[src/rtl/qrs_pkg.sv]
// Shared widths, class codes and cell data types for the quadratic root solver.
`timescale 1ns / 1ps
`default_nettype none
package qrs_pkg;

  localparam int CW         = 16;           // coefficient width
  localparam int PW         = 2 * CW;       // product width
  localparam int DW         = PW + 2;       // discriminant width
  localparam int RADW       = DW + 32;      // radicand: discriminant with 32 extra fraction bits
  localparam int ROOTW      = RADW / 2;     // square root width
  localparam int REMW       = ROOTW + 1;    // sqrt partial remainder width
  localparam int SQRT_STEPS = ROOTW;
  localparam int NUMW       = ROOTW + 1;    // numerator magnitude width
  localparam int DENW       = CW + 1;       // divisor magnitude width
  localparam int DIV_STEPS  = NUMW;
  localparam int OUTW       = 32;
  localparam int CLSW       = 3;

  localparam logic [CLSW-1:0] CLS_INF    = 3'd0;
  localparam logic [CLSW-1:0] CLS_NONE   = 3'd1;
  localparam logic [CLSW-1:0] CLS_NOREAL = 3'd2;
  localparam logic [CLSW-1:0] CLS_DOUBLE = 3'd3;
  localparam logic [CLSW-1:0] CLS_TWO    = 3'd4;
  localparam logic [CLSW-1:0] CLS_LIN    = 3'd5;

  typedef struct packed {
    logic signed [CW-1:0] a;
    logic signed [CW-1:0] b;
    logic signed [CW-1:0] c;
    logic [CLSW-1:0]      cls;
  } side_t;

  typedef struct packed {
    logic [RADW-1:0]  rad;
    logic [REMW-1:0]  rem;
    logic [ROOTW-1:0] root;
    side_t            side;
  } sqrt_t;

  typedef struct packed {
    logic [DENW-1:0] den;
    logic [NUMW-1:0] q1;
    logic [DENW-1:0] r1;
    logic            neg1;
    logic [NUMW-1:0] q2;
    logic [DENW-1:0] r2;
    logic            neg2;
    logic [CLSW-1:0] cls;
  } div_t;

endpackage
`default_nettype wire

[src/rtl/qrs_sqrt_cell.sv]
// One digit of the pipelined square root: one result bit per cell.
`timescale 1ns / 1ps
`default_nettype none
module qrs_sqrt_cell (
  input  wire logic          clk,
  input  wire logic          rst_n,
  input  wire logic          en,
  input  wire logic          v_in,
  input  wire qrs_pkg::sqrt_t d_in,
  output logic               v_out,
  output qrs_pkg::sqrt_t     d_out
);

  logic [qrs_pkg::REMW+1:0]  rsh;
  logic [qrs_pkg::ROOTW+1:0] trial;
  logic                      ge;
  qrs_pkg::sqrt_t            d_nxt;
  logic                      v_r;
  qrs_pkg::sqrt_t            d_r;

  always_comb begin
    rsh   = {d_in.rem, d_in.rad[qrs_pkg::RADW-1 -: 2]};
    trial = {d_in.root, 2'b01};
    ge    = (rsh >= {1'b0, trial});
    d_nxt      = d_in;
    d_nxt.rad  = {d_in.rad[qrs_pkg::RADW-3:0], 2'b00};
    if (ge) begin
      d_nxt.rem = qrs_pkg::REMW'(rsh - {1'b0, trial});
    end else begin
      d_nxt.rem = rsh[qrs_pkg::REMW-1:0];
    end
    d_nxt.root = {d_in.root[qrs_pkg::ROOTW-2:0], ge};
  end

  always_ff @(posedge clk) begin
    if (!rst_n) begin
      v_r <= 1'b0;
    end else if (en) begin
      v_r <= v_in;
    end
  end

  always_ff @(posedge clk) begin
    if (en) begin
      d_r <= d_nxt;
    end
  end

  assign v_out = v_r;
  assign d_out = d_r;

endmodule
`default_nettype wire

[config.mk]
export PLATFORM = sky130hd
export DESIGN_NAME = qrs_sqrt_cell
export DESIGN_NICKNAME = d
export VERILOG_FILES = /design/src/rtl/qrs_pkg.sv /design/src/rtl/qrs_sqrt_cell.sv
export SDC_FILE = /design/constraint.sdc
export NUM_CORES = 1
export LEC_CHECK = 0
export CORE_MARGIN = 2
export CORE_UTILIZATION = 35
export DETAILED_ROUTE_END_ITERATION = 10
export DONT_BUFFER_PORTS = 1
export HOLD_SLACK_MARGIN = 0.06
export PLACE_DENSITY_LB_ADDON = 0.25
export SYNTH_ARGS = -nofsm -noshare
export SYNTH_HDL_FRONTEND = slang
export SYNTH_SLANG_ARGS = --single-unit
[constraint.sdc]
create_clock -name clk -period 7.2 [get_ports clk]
set_input_delay 0.36 -clock clk [delete_from_list [all_inputs] [get_ports clk]]
set_output_delay 0.36 -clock clk [all_outputs]
set_load 0.03 [all_outputs]
==> results.py <==
metrics = {
    "sta": {
        "rsz0062_at_grt": "false",
        "worstMarginPinSlew_ns": 0.536,
        "slew_headroom_pct": 64.0,
        "post-route-min-period_ns": 2.91,
        "period_share_pct": 40.5,
        "max_freq_mhz": 343,
        "finalHoldViolCount": 0,
        "fin_setup_tns_ns": 0,
        "setup_viol": 0,
        "maxSlewViolCount": 0,
        "finClkSkew_ns": 0,
    },
    "detailed_routing": {
        "wl_mm": 22.1,
        "drtAntennaViolNets": 0,
        "dr.pass1.iters": 5,
        "via_per_inst": 5.14,
        "wire_per_inst_um": 21.9,
        "via_count": 5188,
        "dr.first_iter.drc_count": 353,
        "drc": 0,
    },
    "critical_path": {
        "path_max_fanout": 54,
        "cp-end-kind": "flip-flop",
        "crit_path_max_incr_delay_ns": 0.47,
        "worstReg2RegEnd": "v_out$_SDFFE_PN0P_",
        "critPathSlowestCell": "buf_4",
        "arrival_ns": 3.09,
        "critical_path_class": "primary input to flip-flop",
        "crit_path_cell_trace": "inv_1, ha_1, a21oi_1, o21ai_1, a31oi_1, o221ai_2, a21o_1, a211oi_4, buf_4, inv_2, mux2_4",
        "cp.required_ns": 7.38,
        "ff2ff_path_depth": 2,
        "reg2reg_slack_ns": 6.40,
        "rr_startpoint": "v_out$_SDFFE_PN0P_",
        "start_kind": "primary input",
    },
    "place": {
        "hpwl_mm": 15.4,
        "io_buffers": 0,
        "place_area_um2": 8120,
        "dpl.cell_count": 828,
        "routabilityCongestion": 0.827,
    },
    "final_layout": {
        "nets": 941,
        "final_cell_mix": "edfxtp_1 (182), dlygate4sd3_1 (150), nand2_1 (47)",
        "n_antenna_cell": 0,
        "drive_gt1_share_pct": 5.75,
        "fin_util_pct": 46.7,
        "syn_to_final_growth_pct": 30.5,
        "layout_commonest_cell": "edfxtp_1",
        "fin_cells": 1010,
        "design_area_um2": 10200,
    },
    "floorplan": {
        "die_area_um2": 23600,
        "ioPinCount": 373,
        "die_h_um": 154,
        "rows": 54,
        "die_x_um": 154,
        "core-area_um2": 21900,
        "start_util_pct": 35.8,
    },
    "clock_tree": {
        "tritoncts": "built",
        "root_buffer": "clkbuf_16",
        "cts_max_level": 4,
        "post_cts_buffers": 0,
        "numClockSinks": 183,
        "clockBufferDepth": 2,
        "insertion_delay_ns": 0.41,
        "numCtsBuffers": 17,
        "clk_pin_slew_worst_paths_ns": 0.07,
    },
    "worst_hold_path": {
        "min_path_cells": 0,
        "min_from": "en",
        "worst_hold_path.endpoint": "d_out[106]$_DFFE_PP_",
        "hold_class": "primary input to flip-flop",
    },
    "global_route": {
        "grt_max_degree": 157,
        "grt.total_usage_pct": 18.0,
        "grt_pass1_vias": 5195,
        "grt_antenna_before_repair": 0,
        "grt_pass1_wl_mm": 32.1,
        "overflow": 0,
    },
    "synthesis": {
        "yosysTopAreaCell": "edfxtp_1",
        "synthArstFlopShare_pct": 0,
        "synth_area_um2": 7830,
        "synth-seq-area-share_pct": 70.1,
        "postSynthAreaPerCell_um2": 14.0,
        "ys_types": 54,
        "ys_ff_latch": 183,
        "synth-main-ff-cell": "edfxtp_1",
        "syn_inst": 561,
        "synth_edf_count": 182,
        "yosys-top-cells-area": "edfxtp_1 (70%), ha_1 (5.6%), o21ai_0 (2.7%)",
        "ys_warn_count": 0,
        "yosysTopAreaCellShare_pct": 69.8,
    },
    "power_and_ir_drop": {
        "p_sw_share_pct": 30.7,
        "switchingPower_uw": 847,
        "p_leak_uw": 0.00381,
        "pwr-share-clk_pct": 33.0,
        "power_density_nw_per_um2": 270,
        "p_seq_share_pct": 56.2,
        "internal-power_uw": 1910,
        "p_comb_share_pct": 10.7,
        "vdd_drop_max_uv": 173,
    },
    "flow_run": {
        "drv_cap": 0,
    },
    "status": {
        "status": "finished clean",
    },
}
flip-flops by register name, indices dropped and copies added, names as in the netlist:
name and cells:
v_out 1, d_out 182
cell families after synthesis:
| family | share of synthesized area, % |
|---|---|
| XOR/XNOR | 2.91 |
| other | 0.0479 |
| adder cells (fa/ha/maj) | 5.59 |
| multiplexers | 0.655 |
| AO/OA/AOI/OAI | 10.6 |
| flip-flops | 70.1 |
| buffers and inverters | 3.13 |
| AND/OR/NAND/NOR | 7.01 |
synthesized netlist by cell type, drive strengths merged (4+ instances only):
master,count
edfxtp,182
nand2,47
o21ai,47
inv,46
a21oi,40
ha,35
nor2,23
xor2,14
xnor2,12
nand4,11
nand2b,9
a21o,8
clkbuf,8
buf,7
nand3,7
o21bai,7
a211oi,6
o211ai,6
a31oi,4
nor4,4
worst max-delay path, delay by kind of cell:
family / cells / cell delay, ns
compound gates: 6 / 1.27
buf+inv: 3 / 0.73
fa+ha+maj: 1 / 0.38
mux: 1 / 0.34
how the worst max path moves through the flow:
stage               startpoint                   end  slack [ns]  depth (start not counted)
finish                d_in[60]  d_out[114]$_DFFE_PP_        4.29                         11
global route          d_in[52]  d_out[114]$_DFFE_PP_        4.06                         11
CTS                   d_in[60]  d_out[114]$_DFFE_PP_        4.25                         11
detailed placement    d_in[52]  d_out[114]$_DFFE_PP_        3.81                         11
global placement      d_in[52]  d_out[108]$_DFFE_PP_        3.92                         11
floorplan             d_in[62]  d_out[108]$_DFFE_PP_        4.47                         11
stage by stage:
step	hold slack, ns	total power (uW)	setup WS (ns)
finish	0.108	2760	4.29
global route	0.0668	2870	4.06
CTS	0.0621	2790	4.25
detailed placement	0.459	1800	3.81
global placement	0.459	1790	3.92
floorplan	0.459	1720	4.47
routing by layer:
metal / track usage [%] / routed length, um / vias up
li1: - / - / 2411
met1: 20.3 / 8270 / 2517
met2: 32.7 / 11700 / 245
met3: 6.20 / 1800 / 15
met4: 4.67 / 350 / 0
met5: 0 / 0 / -
final cells by class:
type                       count  area, um2
clock inverter                14        153
inverter                      46        173
fill                        1989      11700
multi-input combinational    318       2100
sequential                   183       5490
tap                          280        350
clock buffer                  17        425
timing repair buffer         152       1530
power by group through the flow:
stage	Combinational, uW	Sequential [uW]	Clock (uW)
floorplan	176	1550	0
global placement	217	1580	0
detailed placement	220	1580	0
CTS	294	1550	946
global route	329	1560	980
finish	296	1550	910
repair_timing:
action                    in CTS  in global routing
hold buffers                 150                  1
gates resized for setup        0                  0
hold endpoints to repair     176                  3
No activity file was read; power rests on OpenSTA's default activity.
