--- src/rtl/qrs_pkg.sv ---
// Shared widths, class codes and cell data types for the quadratic root solver.
`timescale 1ns / 1ps
`default_nettype none
package qrs_pkg;

  localparam int CW         = 16;           // coefficient width
  localparam int PW         = 2 * CW;       // product width
  localparam int DW         = PW + 2;       // discriminant width
  localparam int RADW       = DW + 32;      // radicand: discriminant with 32 extra fraction bits
  localparam int ROOTW      = RADW / 2;     // square root width
  localparam int REMW       = ROOTW + 1;    // sqrt partial remainder width
  localparam int SQRT_STEPS = ROOTW;
  localparam int NUMW       = ROOTW + 1;    // numerator magnitude width
  localparam int DENW       = CW + 1;       // divisor magnitude width
  localparam int DIV_STEPS  = NUMW;
  localparam int OUTW       = 32;
  localparam int CLSW       = 3;

  localparam logic [CLSW-1:0] CLS_INF    = 3'd0;
  localparam logic [CLSW-1:0] CLS_NONE   = 3'd1;
  localparam logic [CLSW-1:0] CLS_NOREAL = 3'd2;
  localparam logic [CLSW-1:0] CLS_DOUBLE = 3'd3;
  localparam logic [CLSW-1:0] CLS_TWO    = 3'd4;
  localparam logic [CLSW-1:0] CLS_LIN    = 3'd5;

  typedef struct packed {
    logic signed [CW-1:0] a;
    logic signed [CW-1:0] b;
    logic signed [CW-1:0] c;
    logic [CLSW-1:0]      cls;
  } side_t;

  typedef struct packed {
    logic [RADW-1:0]  rad;
    logic [REMW-1:0]  rem;
    logic [ROOTW-1:0] root;
    side_t            side;
  } sqrt_t;

  typedef struct packed {
    logic [DENW-1:0] den;
    logic [NUMW-1:0] q1;
    logic [DENW-1:0] r1;
    logic            neg1;
    logic [NUMW-1:0] q2;
    logic [DENW-1:0] r2;
    logic            neg2;
    logic [CLSW-1:0] cls;
  } div_t;

endpackage
`default_nettype wire

--- src/rtl/qrs_div_cell.sv ---
// One quotient bit of both restoring dividers, sharing the divisor.
`timescale 1ns / 1ps
`default_nettype none
module qrs_div_cell (
  input  wire logic         clk,
  input  wire logic         rst_n,
  input  wire logic         en,
  input  wire logic         v_in,
  input  wire qrs_pkg::div_t d_in,
  output logic              v_out,
  output qrs_pkg::div_t     d_out
);

  logic [qrs_pkg::DENW:0] rsh1;
  logic [qrs_pkg::DENW:0] rsh2;
  logic                   ge1;
  logic                   ge2;
  qrs_pkg::div_t          d_nxt;
  logic                   v_r;
  qrs_pkg::div_t          d_r;

  always_comb begin
    rsh1 = {d_in.r1, d_in.q1[qrs_pkg::NUMW-1]};
    rsh2 = {d_in.r2, d_in.q2[qrs_pkg::NUMW-1]};
    ge1  = (rsh1 >= {1'b0, d_in.den});
    ge2  = (rsh2 >= {1'b0, d_in.den});
    d_nxt = d_in;
    d_nxt.r1 = ge1 ? qrs_pkg::DENW'(rsh1 - {1'b0, d_in.den}) : rsh1[qrs_pkg::DENW-1:0];
    d_nxt.r2 = ge2 ? qrs_pkg::DENW'(rsh2 - {1'b0, d_in.den}) : rsh2[qrs_pkg::DENW-1:0];
    // dividend bits shift out at the top while quotient bits shift in below
    d_nxt.q1 = {d_in.q1[qrs_pkg::NUMW-2:0], ge1};
    d_nxt.q2 = {d_in.q2[qrs_pkg::NUMW-2:0], ge2};
  end

  always_ff @(posedge clk) begin
    if (!rst_n) begin
      v_r <= 1'b0;
    end else if (en) begin
      v_r <= v_in;
    end
  end

  always_ff @(posedge clk) begin
    if (en) begin
      d_r <= d_nxt;
    end
  end

  assign v_out = v_r;
  assign d_out = d_r;

endmodule
`default_nettype wire
--- config.mk ---
export PLATFORM = sky130hd
export DESIGN_NAME = qrs_div_cell
export DESIGN_NICKNAME = d
export VERILOG_FILES = /design/src/rtl/qrs_pkg.sv /design/src/rtl/qrs_div_cell.sv
export SDC_FILE = /design/constraint.sdc
export NUM_CORES = 1
export LEC_CHECK = 0
export BUFFER_PORTS_ARGS = -buffer_cell sky130_fd_sc_hd__buf_2
export CORE_ASPECT_RATIO = 0.75
export CORE_MARGIN = 2
export CORE_UTILIZATION = 40
export DETAILED_ROUTE_END_ITERATION = 7
export GPL_ROUTABILITY_DRIVEN = 1
export HOLD_SLACK_MARGIN = 0.08
export PLACE_DENSITY = 0.78
export SYNTH_ARGS = -nofsm -noshare
export SYNTH_HDL_FRONTEND = slang
export SYNTH_SLANG_ARGS = --single-unit
--- constraint.sdc ---
create_clock -name clk -period 3.6 [get_ports clk]
set_input_delay 0.54 -clock clk [delete_from_list [all_inputs] [get_ports clk]]
set_output_delay 0.54 -clock clk [all_outputs]
set_load 0.005 [all_outputs]
==> results of run 1 <==
sequential cells by signal, summed over array words and instances, names as in the netlist:
signal,flops
v_out,1
d_out,124
stage by stage:
stage                     hold slack [ns]  std cells  setup slack [ns]  cell area [µm²]  power [mW]
after global placement              0.492        890             0.554             7520        2.57
after global routing                0.287        921             0.595             8180        4.66
after floorplan                     0.507        445             0.832             6040        2.24
after CTS                           0.292        921             0.861             8180        4.51
final                               0.313        921             0.805             8180        4.46
after detailed placement            0.506        890             0.434             7520        2.58
cell usage in the layout (no fill, tap or decap), types with 10 or more instances in the layout:
master	netlist	final
inv_1	25	25
o21ai_0	18	18
nor2_1	16	16
a21o_1	15	15
edfxtp_1	124	124
ha_1	34	34
nand2_1	34	34
xnor2_1	16	16
mux2_2	17	17
o21a_1	10	10
buf_2	5	251
nand3_1	13	13
a21oi_1	26	26
clkbuf_16	0	17
routing by layer:
metal / global-route usage / vias up / routed length [µm]
met4: 0.0420 / 2 / 102
met5: 0 / - / 13
li1: - / 2233 / -
met3: 0.0547 / 10 / 1210
met1: 0.266 / 2177 / 7160
met2: 0.311 / 215 / 7500
cell usage after synthesis, types with 3 or more instances:
cell type  number
o31ai_1         6
nand3_1        13
nand2_1        34
o21a_1         10
a2111oi_0       3
and2_1          4
inv_1          25
a21oi_1        26
nor2b_1         4
buf_2           5
nor3b_1         3
and4_1          4
mux2_2         17
nor3_1          3
mux2_4          4
xor2_1          3
clkbuf_1        3
nor2_1         16
ha_1           34
or2_2           3
o21ai_0        18
edfxtp_1      124
a21o_1         15
xnor2_1        16
buf_6           3
a211oi_1        4
a31oi_1         3
how the worst min path moves through the flow:
stage | cells past startpoint | from | end | slack [ns]
2_1_floorplan | 2 | v_out$_SDFFE_PN0P_ | v_out$_SDFFE_PN0P_ | 0.51
3_3_place_gp | 2 | v_out$_SDFFE_PN0P_ | v_out$_SDFFE_PN0P_ | 0.49
3_5_place_dp | 2 | v_out$_SDFFE_PN0P_ | v_out$_SDFFE_PN0P_ | 0.51
4_1_cts | 1 | d_in[96] | d_out[97]$_DFFE_PP_ | 0.29
5_1_grt | 1 | d_in[96] | d_out[97]$_DFFE_PP_ | 0.29
6_report | 1 | d_in[27] | d_out[28]$_DFFE_PP_ | 0.31
area by class of cell:
class                           count  area [µm²]  area share
Timing Repair Buffer              256        1310       0.160
Tap cell                          200         250      0.0306
Sequential cell                   125        3740       0.458
Clock buffer                       17         425      0.0520
Inverter                           27         101      0.0124
Multi-Input combinational cell    282        2120       0.259
Clock inverter                     14         231      0.0283
critical path, stage by stage:
cell and delay [ns]:
buf_2 0.11, inv_1 0.05, ha_1 0.15, inv_1 0.05, fa_1 0.40, a21oi_1 0.25
o211ai_1 0.19, a221oi_1 0.57, o21ai_0 0.19, xor2_1 0.17, mux2_2 0.27
power by group through the flow:
stage | sequential, mW | combinational [mW] | clock [mW]
4_1_cts | 1.82 | 0.741 | 1.95
3_3_place_gp | 1.84 | 0.723 | 0
3_5_place_dp | 1.85 | 0.737 | 0
5_1_grt | 1.83 | 0.815 | 2.02
2_1_floorplan | 1.87 | 0.372 | 0
6_report | 1.82 | 0.736 | 1.91
kinds of logic (layout without fill, tap and decap cells):
family | after synthesis | after routing | synth area share
buffers and inverters | 38 | 314 | 0.0284
muxes | 22 | 22 | 0.0433
xor gates and xnor gates | 19 | 19 | 0.0276
DFF | 125 | 125 | 0.620
AOI/OAI and AO/OA | 112 | 112 | 0.128
and+or+nand+nor | 93 | 93 | 0.0750
adders and majority gates | 36 | 36 | 0.0771
==> flow_metrics.tcl, run 1 <==
set metrics [dict create \
    status "finished, final reports clean" \
    wl_per_cell_um 17.4 \
    fill_cells 1280 \
    ios 253 \
    start_kind "primary input" \
    synth_edf_count 124 \
    r2r_cells 2 \
    worstMarginPinSlew_ns 0.656 \
    peakVddDrop_v 0.000469 \
    cp.arrival_ns 2.94 \
    crit_type "in -> reg" \
    fin_crit_ns 2.79 \
    max_slew_margin 0.563 \
    setup.worst_path.start "d_in[106]" \
    grt_pass1_vias 4387 \
    place_congestion 0.875 \
    syn_inst 445 \
    vias 4637 \
    hpwl_mm 12.4 \
    power_switching_mw 1.08 \
    dr.pass1.iters 5 \
    cts-root-buf "clkbuf_16" \
    cp-end-kind "flip-flop" \
    cts-hold-fix-buffers 0 \
    antenna_left 0 \
    area_growth_pct 35.5 \
    yosysTopAreaCell "edfxtp_1" \
    cts_tree "yes" \
    fin_skew_ns 0 \
    clk_pin_slew_worst_paths_ns 0.06 \
    rsz0062_at_grt "no" \
    drc 0 \
    ys_ff_latch 125 \
    final_hold_viol_count 0 \
    grt_max_degree 49 \
    report.final.slew_viol_count 0 \
    die_y_um 110 \
    p_sw_frac 0.243 \
    core_area_um2 14600 \
    insertion_delay_ns 0.40 \
    leakagePower_nw 3.60 \
    cts_resized 0 \
    cts_made_buffers 17 \
    yosys_warnings 0 \
    antenna_found_initial 1 \
    routed_via_density 5.03 \
    finalSetupViolCount 0 \
    num_rows 38 \
    ys_types 61 \
    num_antenna_cells 0 \
    io_buffers 252 \
    postSynthAreaPerCell_um2 13.6 \
    endpoint "d_out[70]$_DFFE_PP_" \
    overflow 0 \
    syn_nets 609 \
    timing.rr.start "v_out$_SDFFE_PN0P_" \
    power_density_nw_per_um2 545 \
    hold_path.class "in -> reg" \
    die_w_um 146 \
    drt-total-wl_mm 16.0 \
    grt_first_pass_wirelength_mm 23.7 \
    cap_viol_max_count 0 \
    ys.flop_type "edfxtp_1" \
    drt_iter0_markers 346 \
    drive_gt1_frac 0.444 \
    clock_path_buffers 2 \
    p_seq_frac 0.408 \
    synth_area_leaders "edfxtp_1, ha_1, mux2_2" \
    syn_area_um2 6040 \
    synth_top_cell_area_share 0.617 \
    combPwrFrac 0.165 \
    cp.required_ns 3.75 \
    post_cts_buffers 0 \
    crit_path_max_fanout 3 \
    dieArea_um2 16100 \
    internal_power_mw 3.38 \
    power_frac_clock 0.427 \
    h-tree-depth 4 \
    fmax_mhz 358 \
    tns_ns 0 \
    timing.final.crit_share 0.776 \
    post-route-util 0.560 \
    grt_use_total 0.194 \
    floorplan.initialDensity 0.414 \
    clkSinkCount 125 \
    ys_async_sr_fraction 0 \
    reg2reg_slack_ns 3.01 \
    rr_endpoint "v_out$_SDFFE_PN0P_" \
    fin_nets 873 \
    seq_area_frac_synth 0.620 \
]
Power figures use the tool's default switching activity.
==> inputs of run 2 (changes only) <==
--- a/config.mk
+++ b/config.mk
@@ -5,6 +5,7 @@
 export SDC_FILE = /design/constraint.sdc
 export NUM_CORES = 1
 export LEC_CHECK = 0
+export ABC_AREA = 1
 export BUFFER_PORTS_ARGS = -buffer_cell sky130_fd_sc_hd__buf_2
 export CORE_ASPECT_RATIO = 0.75
 export CORE_MARGIN = 2
@@ -12,7 +13,7 @@
 export DETAILED_ROUTE_END_ITERATION = 7
 export GPL_ROUTABILITY_DRIVEN = 1
 export HOLD_SLACK_MARGIN = 0.08
-export PLACE_DENSITY = 0.78
+export PLACE_DENSITY = 0.76
 export SYNTH_ARGS = -nofsm -noshare
 export SYNTH_HDL_FRONTEND = slang
 export SYNTH_SLANG_ARGS = --single-unit
==> constraint.sdc (replaced) <==
create_clock -name clk -period 2.65 [get_ports clk]
set_input_delay 0.3975 -clock clk [delete_from_list [all_inputs] [get_ports clk]]
set_output_delay 0.3975 -clock clk [all_outputs]
set_load 0.005 [all_outputs]
==> run 2 against run 1 <==
Die area grew 9.5%. Via count grew 23%. Sequential share of layout area shrank 3.3 points. Largest power group unchanged.
==> flow_metrics.tcl, run 2 <==
set metrics [dict create \
    status "finished, final reports clean" \
    min_path_cells 1 \
    worstHoldStart "d_in[44]" \
    fin_nets 1138 \
    power_switching_mw 1.60 \
    clock_path_buffers 2 \
    p_sw_frac 0.261 \
    grt_pass1_vias 5353 \
    max_stage_delay_ns 0.41 \
    cap_viol_max_count 0 \
    postSynthAreaPerCell_um2 9.44 \
    fin_total_pwr_mw 6.11 \
    max_slew_margin 0.559 \
    grt_first_pass_wirelength_mm 27.3 \
    num_antenna_cells 0 \
    ys.flop_type "edfxtp_1" \
    cp-end-kind "flip-flop" \
    crit_type "in -> reg" \
    timing.final.crit_share 0.726 \
    final_hold_viol_count 0 \
    hold_path.class "in -> reg" \
    grt_max_degree 75 \
    cpMostUsedCell "nand2_1" \
    vias 5720 \
    r2r_cells 2 \
    crit_path_max_fanout 17 \
    overflow 0 \
    syn_nets 866 \
    drt-total-wl_mm 17.8 \
    report.final.slew_viol_count 0 \
    cp_top_family "simple AND/OR/NAND/NOR gates" \
    grt_use_total 0.201 \
    antenna_left 0 \
    syn_area_um2 6630 \
    clkSinkCount 125 \
    clk_pin_slew_worst_paths_ns 0.06 \
    rr_endpoint "v_out$_SDFFE_PN0P_" \
    io_buffers 252 \
    ys_types 35 \
    synth_edf_count 124 \
    crit_chain "buf_2 -> inv_1 -> ha_1 -> inv_1 -> fa_1 -> nand2_1 -> nand2_1 -> nand3_2 -> nand2_2 -> nand2_1 -> nand2_2 -> nand2_4 -> buf_4 -> nand3_1 -> nand2_1" \
    wl_per_cell_um 14.9 \
    die_y_um 115 \
    drive_gt1_frac 0.335 \
    dr.pass1.iters 5 \
    cp_num_buf_inv 4 \
    yosys_warnings 0 \
    yosysMostFrequentCell "nand2_1" \
    hold_end "d_out[45]$_DFFE_PP_" \
    power_density_nw_per_um2 693 \
    fin_crit_ns 1.92 \
    fill_cells 1494 \
    hpwl_mm 13.8 \
    synth_area_leaders "edfxtp_1, nand2_1, inv_1" \
    cts_made_buffers 17 \
    seq_area_frac_synth 0.565 \
    combPwrFrac 0.172 \
    worstMarginPinSlew_ns 0.661 \
    antenna_found_initial 0 \
    reg2reg_slack_ns 1.98 \
    yosysTopAreaCell "edfxtp_1" \
    synth_top_cell_area_share 0.562 \
    internal_power_mw 4.52 \
    h-tree-depth 4 \
    post_cts_buffers 0 \
    peakVddDrop_v 0.000421 \
    cp.required_ns 2.94 \
    cts-root-buf "clkbuf_16" \
    power_frac_clock 0.426 \
    fin_area_um2 8820 \
    num_rows 40 \
    ios 253 \
    cp.arrival_ns 2.21 \
    postPlaceCellArea_um2 8160 \
    netlist_top_cells_count "nand2_1, edfxtp_1, inv_1" \
    largest_reg_flops 124 \
    routed_via_density 4.78 \
    cts-hold-fix-buffers 0 \
    core_area_um2 16100 \
    drt_iter0_markers 389 \
    area_growth_pct 33.0 \
    fin_skew_ns 0 \
    place_congestion 0.927 \
    finalSetupViolCount 0 \
    tns_ns 0 \
    cpMaxStageDelayCell "fa_1" \
    die_w_um 153 \
    floorplan.initialDensity 0.411 \
    dieArea_um2 17600 \
    p_seq_frac 0.402 \
    drc 0 \
    start_kind "primary input" \
    cts_tree "yes" \
    syn_inst 702 \
    ys_ff_latch 125 \
    cts_resized 0 \
    rsz0062_at_grt "no" \
    final_common_cell "buf_2" \
    timing.rr.start "v_out$_SDFFE_PN0P_" \
    whs_ns 0.144 \
    final_cell_mix "buf_2, nand2_1, edfxtp_1, inv_1, nand3_1" \
    ys_async_sr_fraction 0 \
    leakagePower_nw 4.54 \
    fmax_mhz 520 \
    insertion_delay_ns 0.42 \
]
## run 2: worst reg2reg max path, cell delays in order, from the launching register on
cell     delay (ns)
dfxtp_1        0.31
o21ai_0        0.16
a21oi_1        0.06
## run 2: final cells by class
class	instances	area, µm²	area share
clock inverter	15	231	0.0263
timing repair buffer	259	1330	0.151
inverter	120	450	0.0511
multi-input combinational	451	2370	0.269
tap	210	263	0.0298
clock buffer	17	425	0.0482
sequential	125	3740	0.425
## run 2: how the worst max path moves through the flow
stage / startpoint / end / slack, ns / depth (start not counted)
global route: d_in[106] / d_out[60]$_DFFE_PP_ / 0.56 / 15
finish: d_in[106] / d_out[63]$_DFFE_PP_ / 0.73 / 15
global placement: d_in[106] / d_out[63]$_DFFE_PP_ / 0.32 / 15
floorplan: d_in[106] / d_out[61]$_DFFE_PP_ / 0.57 / 15
detailed placement: d_in[106] / d_out[62]$_DFFE_PP_ / 0.31 / 15
CTS: d_in[106] / d_out[62]$_DFFE_PP_ / 0.75 / 15
## run 2: logic make-up (layout without fill, tap and decap cells)
logic type                 Yosys count  after routing  share of synthesized area
AOI/OAI and AO/OA                   23             23                     0.0189
xor gates and xnor gates            14             14                     0.0185
adders and majority gates           36             36                     0.0702
buffers and inverters              126            411                     0.0768
DFF                                125            125                      0.565
and+or+nand+nor                    378            378                      0.251
## run 2: per-layer routing
layer	routed length, µm	global-route usage
met5	0	0
met4	182	0.0568
met3	1520	0.0606
met2	8250	0.329
met1	7830	0.262
## run 2: stage by stage
step | worst slack (ns) | cells | util
2_1_floorplan | 0.570 | 702 | -
3_3_place_gp | 0.319 | 1165 | 0.506
3_5_place_dp | 0.306 | 1165 | 0.506
4_1_cts | 0.752 | 1197 | 0.547
5_1_grt | 0.559 | 1197 | 0.547
6_report | 0.725 | 1197 | 0.547
## run 2: power groups by stage
stage	sequential, mW	clock, mW	combinational [mW]
2_1_floorplan	2.53	0	0.539
3_3_place_gp	2.49	0	1.03
3_5_place_dp	2.50	0	1.05
4_1_cts	2.46	2.67	1.05
5_1_grt	2.47	2.74	1.18
6_report	2.45	2.61	1.05
